## src/design/pwcap_pkg.sv

```systemverilog
// ----------------------------------------------------------------------------
// Pulse width capture package
// Shared constants and types for the four-channel pulse width capture block.
// ----------------------------------------------------------------------------
`default_nettype none

package pwcap_pkg;

	// Default parameter values.
	localparam int OVERFLOW_BITS_DEF = 6;
	localparam int COUNTER_BITS_DEF  = 16;

	// Fixed port widths.
	localparam int NUM_CHAN  = 4;
	localparam int FIELD_W   = 16;
	localparam int WIDTH_W   = 22;
	localparam logic [WIDTH_W-1:0] WIDTH_MAX = {WIDTH_W{1'b1}};

	// Per-channel status flags reported by a lane.
	typedef struct packed {
		logic done;
		logic armed;
		logic timed_out;
	} lane_stat_t;

endpackage

`default_nettype wire

```

## src/design/four_channel_pulse_width_capture.sv

```systemverilog
// ----------------------------------------------------------------------------
// Four-channel pulse width capture
// Measures high-pulse widths on four timer channels, one lane per channel.
// ----------------------------------------------------------------------------
// Input channel (in_valid/in_ready): one timer event per request, carrying
// the overflow flag, the capture flags and values, the current counter value
// and the per-channel clear bits. Output channel (out_valid/out_ready): one
// result per event with the done, armed and timeout masks and four widths.
//
// Throughput is one event per cycle while the receiver takes results. The
// lanes update their state when an event is accepted, and the widths and
// masks move into the output register once that register is free.
// The width path is one subtract and one compare per lane.
//
// Reset clears all channel state, so every channel starts idle and reports a
// width of zero. When the receiver stalls, the output register holds its
// result and one further event is still taken into the lanes; after that the
// input is held off until the output register frees up.
// ----------------------------------------------------------------------------
`default_nettype none

module four_channel_pulse_width_capture #(
	parameter int OVERFLOW_BITS = pwcap_pkg::OVERFLOW_BITS_DEF,
	parameter int COUNTER_BITS  = pwcap_pkg::COUNTER_BITS_DEF
) (
	input  wire                                  clk,
	input  wire                                  arst_n,
	input  wire                                  in_valid,
	output logic                                 in_ready,
	input  wire                                  overflow_event,
	input  wire  [pwcap_pkg::NUM_CHAN-1:0]       capture_flags,
	input  wire  [pwcap_pkg::FIELD_W-1:0]        capture_value_a,
	input  wire  [pwcap_pkg::FIELD_W-1:0]        capture_value_b,
	input  wire  [pwcap_pkg::FIELD_W-1:0]        capture_value_c,
	input  wire  [pwcap_pkg::FIELD_W-1:0]        capture_value_d,
	input  wire  [pwcap_pkg::FIELD_W-1:0]        counter_now,
	input  wire  [pwcap_pkg::NUM_CHAN-1:0]       clear_mask,
	output logic                                 out_valid,
	input  wire                                  out_ready,
	output logic [pwcap_pkg::NUM_CHAN-1:0]       done_mask,
	output logic [pwcap_pkg::NUM_CHAN-1:0]       falling_armed_mask,
	output logic [pwcap_pkg::NUM_CHAN-1:0]       timeout_mask,
	output logic [pwcap_pkg::WIDTH_W-1:0]        width_a,
	output logic [pwcap_pkg::WIDTH_W-1:0]        width_b,
	output logic [pwcap_pkg::WIDTH_W-1:0]        width_c,
	output logic [pwcap_pkg::WIDTH_W-1:0]        width_d
);
	import pwcap_pkg::*;

	logic                                   accept;
	logic [NUM_CHAN-1:0][FIELD_W-1:0]       cap_value;
	lane_stat_t [NUM_CHAN-1:0]              lane_stat;
	logic [NUM_CHAN-1:0][WIDTH_W-1:0]       lane_width;
	logic [NUM_CHAN-1:0][WIDTH_W-1:0]       widths;

	assign accept = in_valid && in_ready;

	assign cap_value[0] = capture_value_a;
	assign cap_value[1] = capture_value_b;
	assign cap_value[2] = capture_value_c;
	assign cap_value[3] = capture_value_d;

	// One lane per channel.
	for (genvar i = 0; i < NUM_CHAN; i++) begin : g_lane
		pwcap_lane #(
			.OVERFLOW_BITS(OVERFLOW_BITS),
			.COUNTER_BITS (COUNTER_BITS)
		) u_lane (
			.clk           (clk),
			.arst_n        (arst_n),
			.update        (accept),
			.overflow_event(overflow_event),
			.capture       (capture_flags[i]),
			.clear         (clear_mask[i]),
			.capture_value (cap_value[i]),
			.counter_now   (counter_now),
			.stat          (lane_stat[i]),
			.width         (lane_width[i])
		);
	end

	// Merge the lane results and drive the output channel.
	pwcap_merge u_merge (
		.clk               (clk),
		.arst_n            (arst_n),
		.in_valid          (in_valid),
		.in_ready          (in_ready),
		.out_valid         (out_valid),
		.out_ready         (out_ready),
		.lane_stat         (lane_stat),
		.lane_width        (lane_width),
		.done_mask         (done_mask),
		.falling_armed_mask(falling_armed_mask),
		.timeout_mask      (timeout_mask),
		.widths            (widths)
	);

	assign width_a = widths[0];
	assign width_b = widths[1];
	assign width_c = widths[2];
	assign width_d = widths[3];

endmodule

`default_nettype wire

```

## src/design/pwcap_lane.sv

```systemverilog
// ----------------------------------------------------------------------------
// Pulse width capture lane
// Holds the capture state of one channel, updates it on each accepted
// request and computes the channel's saturated pulse width.
// ----------------------------------------------------------------------------
`default_nettype none

module pwcap_lane #(
	parameter int OVERFLOW_BITS = 6,
	parameter int COUNTER_BITS  = 16
) (
	input  wire                                   clk,
	input  wire                                   arst_n,
	input  wire                                   update,
	input  wire                                   overflow_event,
	input  wire                                   capture,
	input  wire                                   clear,
	input  wire  [pwcap_pkg::FIELD_W-1:0]         capture_value,
	input  wire  [pwcap_pkg::FIELD_W-1:0]         counter_now,
	output pwcap_pkg::lane_stat_t                 stat,
	output logic [pwcap_pkg::WIDTH_W-1:0]         width
);
	import pwcap_pkg::*;

	localparam int SUM_W = OVERFLOW_BITS + COUNTER_BITS + 1;
	localparam int CMP_W = (SUM_W - 1 > WIDTH_W) ? SUM_W - 1 : WIDTH_W;

	logic                     done_q, high_q, tout_q;
	logic [OVERFLOW_BITS-1:0] ovf_q;
	logic [COUNTER_BITS-1:0]  end_q, start_q;

	logic                     done_d, high_d, tout_d;
	logic [OVERFLOW_BITS-1:0] ovf_d;
	logic [COUNTER_BITS-1:0]  end_d, start_d;
	logic                     was_done;

	// Next state: clear first, then overflow, then the edge capture.
	always_comb begin
		if (clear) begin
			done_d  = 1'b0;
			high_d  = 1'b0;
			tout_d  = 1'b0;
			ovf_d   = '0;
			end_d   = '0;
			start_d = '0;
		end else begin
			done_d  = done_q;
			high_d  = high_q;
			tout_d  = tout_q;
			ovf_d   = ovf_q;
			end_d   = end_q;
			start_d = start_q;
		end
		was_done = done_d;
		if (!was_done) begin
			if (overflow_event && high_d) begin
				if (&ovf_d) begin
					done_d = 1'b1;
					end_d  = '1;
					tout_d = 1'b1;
				end else begin
					ovf_d = ovf_d + 1'b1;
				end
			end
			if (capture) begin
				if (high_d) begin
					done_d = 1'b1;
					end_d  = COUNTER_BITS'(capture_value);
					tout_d = 1'b0;
				end else begin
					done_d  = 1'b0;
					tout_d  = 1'b0;
					ovf_d   = '0;
					end_d   = '0;
					high_d  = 1'b1;
					start_d = COUNTER_BITS'(counter_now);
				end
			end
		end
	end

	// Control flags.
	always_ff @(posedge clk or negedge arst_n) begin
		if (!arst_n) begin
			done_q <= 1'b0;
			high_q <= 1'b0;
			tout_q <= 1'b0;
			ovf_q  <= '0;
		end else if (update) begin
			done_q <= done_d;
			high_q <= high_d;
			tout_q <= tout_d;
			ovf_q  <= ovf_d;
		end
	end

	// Captured counter values; they read as zero after reset.
	always_ff @(posedge clk or negedge arst_n) begin
		if (!arst_n) begin
			end_q   <= '0;
			start_q <= '0;
		end else if (update) begin
			end_q   <= end_d;
			start_q <= start_d;
		end
	end

	// Width = overflows * 2^COUNTER_BITS + end - start, clamped at both ends.
	logic [SUM_W-1:0] diff;
	logic [CMP_W-1:0] mag;

	assign diff = {1'b0, ovf_q, end_q} - SUM_W'(start_q);
	assign mag  = CMP_W'(diff[SUM_W-2:0]);

	always_comb begin
		if (!done_q || diff[SUM_W-1]) begin
			width = '0;
		end else if (mag > CMP_W'(WIDTH_MAX)) begin
			width = WIDTH_MAX;
		end else begin
			width = WIDTH_W'(mag);
		end
	end

	assign stat.done      = done_q;
	assign stat.armed     = high_q && !done_q;
	assign stat.timed_out = tout_q;

endmodule

`default_nettype wire

```

## src/design/pwcap_merge.sv

```systemverilog
// ----------------------------------------------------------------------------
// Pulse width capture merge stage
// Tracks the request in flight, gathers the lane results into masks and
// holds them in the output register until the receiver takes them.
// ----------------------------------------------------------------------------
`default_nettype none

module pwcap_merge (
	input  wire                                                  clk,
	input  wire                                                  arst_n,
	input  wire                                                  in_valid,
	output logic                                                 in_ready,
	output logic                                                 out_valid,
	input  wire                                                  out_ready,
	input  pwcap_pkg::lane_stat_t [pwcap_pkg::NUM_CHAN-1:0]      lane_stat,
	input  wire  [pwcap_pkg::NUM_CHAN-1:0][pwcap_pkg::WIDTH_W-1:0] lane_width,
	output logic [pwcap_pkg::NUM_CHAN-1:0]                       done_mask,
	output logic [pwcap_pkg::NUM_CHAN-1:0]                       falling_armed_mask,
	output logic [pwcap_pkg::NUM_CHAN-1:0]                       timeout_mask,
	output logic [pwcap_pkg::NUM_CHAN-1:0][pwcap_pkg::WIDTH_W-1:0] widths
);
	import pwcap_pkg::*;

	logic valid_s1;
	logic out_valid_q;
	logic move;

	// The lane state holds the pending result until it moves to the output.
	assign move     = valid_s1 && (!out_valid_q || out_ready);
	assign in_ready = !valid_s1 || move;

	always_ff @(posedge clk or negedge arst_n) begin
		if (!arst_n) begin
			valid_s1    <= 1'b0;
			out_valid_q <= 1'b0;
		end else begin
			valid_s1 <= (in_valid && in_ready) || (valid_s1 && !move);
			if (move) begin
				out_valid_q <= 1'b1;
			end else if (out_ready) begin
				out_valid_q <= 1'b0;
			end
		end
	end

	// Output register loaded from the lanes.
	always_ff @(posedge clk) begin
		if (move) begin
			for (int i = 0; i < NUM_CHAN; i++) begin
				done_mask[i]          <= lane_stat[i].done;
				falling_armed_mask[i] <= lane_stat[i].armed;
				timeout_mask[i]       <= lane_stat[i].timed_out;
			end
			widths <= lane_width;
		end
	end

	assign out_valid = out_valid_q;

endmodule

`default_nettype wire
```

## config.mk

```make
export PLATFORM = sky130hd
export DESIGN_NAME = four_channel_pulse_width_capture
export DESIGN_NICKNAME = d
export VERILOG_FILES = /design/src/design/pwcap_pkg.sv /design/src/design/four_channel_pulse_width_capture.sv /design/src/design/pwcap_lane.sv /design/src/design/pwcap_merge.sv
export SDC_FILE = /design/constraint.sdc
export NUM_CORES = 1
export LEC_CHECK = 0
export CAP_MARGIN = 15
export CORE_ASPECT_RATIO = 0.7
export CORE_MARGIN = 5
export CORE_UTILIZATION = 55
export CTS_CLUSTER_DIAMETER = 30
export DETAILED_ROUTE_END_ITERATION = 7
export DONT_BUFFER_PORTS = 1
export GPL_TIMING_DRIVEN = 1
export PLACE_DENSITY_LB_ADDON = 0.12
export SLEW_MARGIN = 0
export SYNTH_ARGS = -nofsm -noshare
export SYNTH_HDL_FRONTEND = slang
export SYNTH_SLANG_ARGS = --single-unit
```

## constraint.sdc

```tcl
create_clock -name clk -period 4.4 [get_ports clk]
set_clock_uncertainty 0.05 [all_clocks]
set_input_delay 0.22 -clock clk [delete_from_list [all_inputs] [get_ports clk]]
set_output_delay 0.22 -clock clk [all_outputs]
set_load 0.1 [all_outputs]
```

==> flow_metrics.env <==
export IMPL_gp_congestion=0.888
export IMPL_grt_usage_pct=26.5
export IMPL_post_dp_cell_area_sq_um=15300
export IMPL_grt_antenna_before_repair=11
export IMPL_rows=50
export IMPL_worstSetupStartpointType="flop"
export IMPL_tightest_slew_ns=0.984
export IMPL_crit_fanout=21
export IMPL_postCtsSetupBuffers=0
export IMPL_wl_mm=41.8
export IMPL_fmax_mhz=317
export IMPL_post_cts_resized=0
export IMPL_finalHoldViolations=0
export IMPL_fp_coreArea_sq_um=26800
export IMPL_rr_worst_depth=9
export IMPL_rsz0062_at_grt="no"
export IMPL_mostFrequentLayoutCells="dfrtp_1, a21oi_1, nand2_1, nor2_1, edfxtp_1"
export IMPL_end_kind="flop"
export IMPL_crit_required_ns=4.67
export IMPL_criticalPathCategory="flop to flop"
export IMPL_io_pins=195
export IMPL_cap_violations=0
export IMPL_ff2ff_setup_slack_ns=1.24
export IMPL_cp_data_arrival_time_ns=3.43
export IMPL_synth_fp_nets=1737
export IMPL_cpPeakStageDelay_ns=0.45
export IMPL_hp_class="primary input to flop"
export IMPL_dp_hpwl_mm=28.1
export IMPL_yosysWarnings=0
export IMPL_dp_cells=1875
export IMPL_path_buf_inv=1
export IMPL_initial_core_util_pct=55.9
export IMPL_synthFlopType="dfrtp_1"
export IMPL_r2r_end="u_merge.widths[82]"
export IMPL_post_drt_wl_per_cell_um=20.2
export IMPL_first_pass_iters=5
export IMPL_crit_chain="ha_1, fa_1, nand2b_1, a2111oi_2, nor3_1, a21oi_2, o311ai_2, buf_4, a2111oi_0"
export IMPL_r2r_start="g_lane[3].u_lane.start_q[0]"
export IMPL_worst_path_max_delay_cell="fa_1"
export IMPL_synthArstFlopShare_pct=62.4
export IMPL_leakagePower_nw=7.75
export IMPL_htree_levels=2
export IMPL_vias=12500
export IMPL_vdd_ir_drop_max_mv=0.347
export IMPL_finalCritPeriodShare_pct=71.8
export IMPL_status="completed"
export IMPL_clk_insertion_delay_late_ns=0.56
export IMPL_hold_path_depth=3
export IMPL_final_area_sq_um=18100
export IMPL_syn_cell_area_sq_um=15000
export IMPL_worstHoldStart="clear_mask[3]"
export IMPL_final_setup_viol_count=0
export IMPL_dieArea_sq_um=30800
export IMPL_postCtsHoldBufs=95
export IMPL_synth_seq_cells=266
export IMPL_routed_via_density=6.03
export IMPL_drc=0
export IMPL_die_h_um=148
export IMPL_synth_edff_count=100
export IMPL_cts_tree="done"
export IMPL_nNetsFinal=1829
export IMPL_drtIter0Drc=945
export IMPL_power_density_nw_per_um2=621
export IMPL_cts_buffers_inserted=49
export IMPL_clkTransAtPathRegs_ns=0.05
export IMPL_drive_gt1_share_pct=7.57
export IMPL_slew_headroom_pct=34.5
export IMPL_hold_path_endpoint="g_lane[3].u_lane.ovf_q[1]"
export IMPL_clock_root_buffer="clkbuf_16"
export IMPL_clock_sinks=266
export IMPL_final_common_cell="dfrtp_1"
export IMPL_stdcell_count=2074
export IMPL_clk_path_buf_depth=3
export IMPL_drv_slew=0
export IMPL_port_buffer_count=0
export IMPL_antenna_left=0
export IMPL_grt_pass1_vias=12100
export IMPL_area_growth_pct=20.4
export IMPL_finalCriticalPeriod_ns=3.16
export IMPL_avgSynthCellArea_sq_um=9.55
export IMPL_yosysSeqAreaShare_pct=47.7
export IMPL_crit_family="compound AO/OA/AOI/OAI gates"
export IMPL_die_w_um=207
export IMPL_setup_tns_ns=0
export IMPL_p_total_w=0.0112
export IMPL_syn_inst=1572
export IMPL_grt_pass1_wl_mm=66.4
export IMPL_num_fill_cells=2045
export IMPL_synth_cell_types=77
export IMPL_overflow=0
export IMPL_grt_max_degree=167
## cell type report
class | count | area [sq um] | share of cell area (%)
repair buffers | 122 | 1190 | 6.61
diodes | 5 | 12.5 | 0.0692
multi-input cells | 1136 | 7210 | 39.9
inverters | 89 | 334 | 1.85
flip-flops and latches | 266 | 7160 | 39.6
well taps | 364 | 455 | 2.52
clock inverters | 28 | 307 | 1.70
clock buffers | 64 | 1410 | 7.78
## power by group
group / switching (W) / total, W / internal [W]
registers: 0.00116 / 0.00420 / 0.00304
logic: 0.00185 / 0.00316 / 0.00131
clock network: 0.00131 / 0.00386 / 0.00255
total: 0.00432 / 0.0112 / 0.00690
## worst register-to-register path: stages (launching register included)
cell       delay, ns
dfrtp_1         0.38
ha_1            0.24
fa_1            0.45
nand2b_1        0.21
a2111oi_2       0.44
nor3_1          0.12
a21oi_2         0.34
o311ai_2        0.12
buf_4           0.24
a2111oi_0       0.34
## cell usage after synthesis (all sizes together), types with 5 or more instances
cell type  number  area (sq um)
a21boi          8          60.1
o21a            8          60.1
a211oi         18           140
nor2          140           528
nand2         145           544
dfrtp         166          4150
xnor2          22           193
inv            89           334
a32oi           6          52.6
a31oi          15          93.8
nor3           36           180
a21o           77           578
and3           13          81.3
nand4           7          43.8
xor2           25           219
and2           10          62.6
a31o            5          43.8
a21oi         155           780
a2111oi         5          70.1
clkbuf         64           240
o21ai          66           334
nor2b          34           213
a32o            7          70.1
nand3b          5          37.5
nor3b          10          80.1
o211ai          6          50.1
o31ai          12          95.1
ha             68           851
o21bai          5          37.5
buf            17          80.1
nand2b         27           169
or3            11          68.8
edfxtp        100          3000
a22o           70           613
nand3          69           345
## logic make-up after synthesis
group                    after synthesis  synth area share (%)
XOR/XNOR                              47                  2.74
AO/OA/AOI/OAI                        489                  22.2
AND/OR/NAND/NOR                      522                  16.5
flip-flops                           266                  47.7
buffers and inverters                170                  4.36
adder cells (fa/ha/maj)               72                  6.20
multiplexers                           6                 0.417
## worst max-delay path by stage
stage	cells past startpoint	slack (ns)	end	startpoint
2_1_floorplan	2	0.57	u_merge.done_mask[0]	u_merge.out_valid
3_3_place_gp	9	1.37	u_merge.widths[19]	g_lane[0].u_lane.start_q[0]
3_5_place_dp	9	1.29	u_merge.widths[82]	g_lane[3].u_lane.start_q[0]
4_1_cts	9	1.25	u_merge.widths[82]	g_lane[3].u_lane.start_q[0]
5_1_grt	9	0.85	u_merge.widths[82]	g_lane[3].u_lane.start_q[0]
6_report	9	1.24	u_merge.widths[82]	g_lane[3].u_lane.start_q[0]
## per-stage QoR
step	setup slack, ns	hold slack, ns	utilization, %
2_1_floorplan	0.570	-0.126	-
3_3_place_gp	1.37	-0.121	57.1
3_5_place_dp	1.29	-0.117	57.1
4_1_cts	1.25	0.00703	67.1
5_1_grt	0.850	0.0231	67.4
6_report	1.24	0.0227	67.4
## routing by layer
metal | part of all wire [%] | vias up | global-route usage (%)
met5 | 0.16 | - | 0
met4 | 1.2 | 10 | 4.39
met3 | 8.1 | 60 | 8.01
met2 | 46 | 460 | 42.3
met1 | 44 | 6061 | 36.9
li1 | - | 5906 | -
## flip-flops by register name, summed over array words and instances, names as in the netlist
register                    cells
u_merge.timeout_mask            4
u_merge.done_mask               4
u_merge.valid_s1                1
u_merge.falling_armed_mask      4
g_lane.u_lane.ovf_q            24
g_lane.u_lane.end_q            64
g_lane.u_lane.start_q          64
g_lane.u_lane.tout_q            4
u_merge.widths                 88
g_lane.u_lane.high_q            4
u_merge.out_valid               1
g_lane.u_lane.done_q            4
Power figures use the tool's default switching activity.
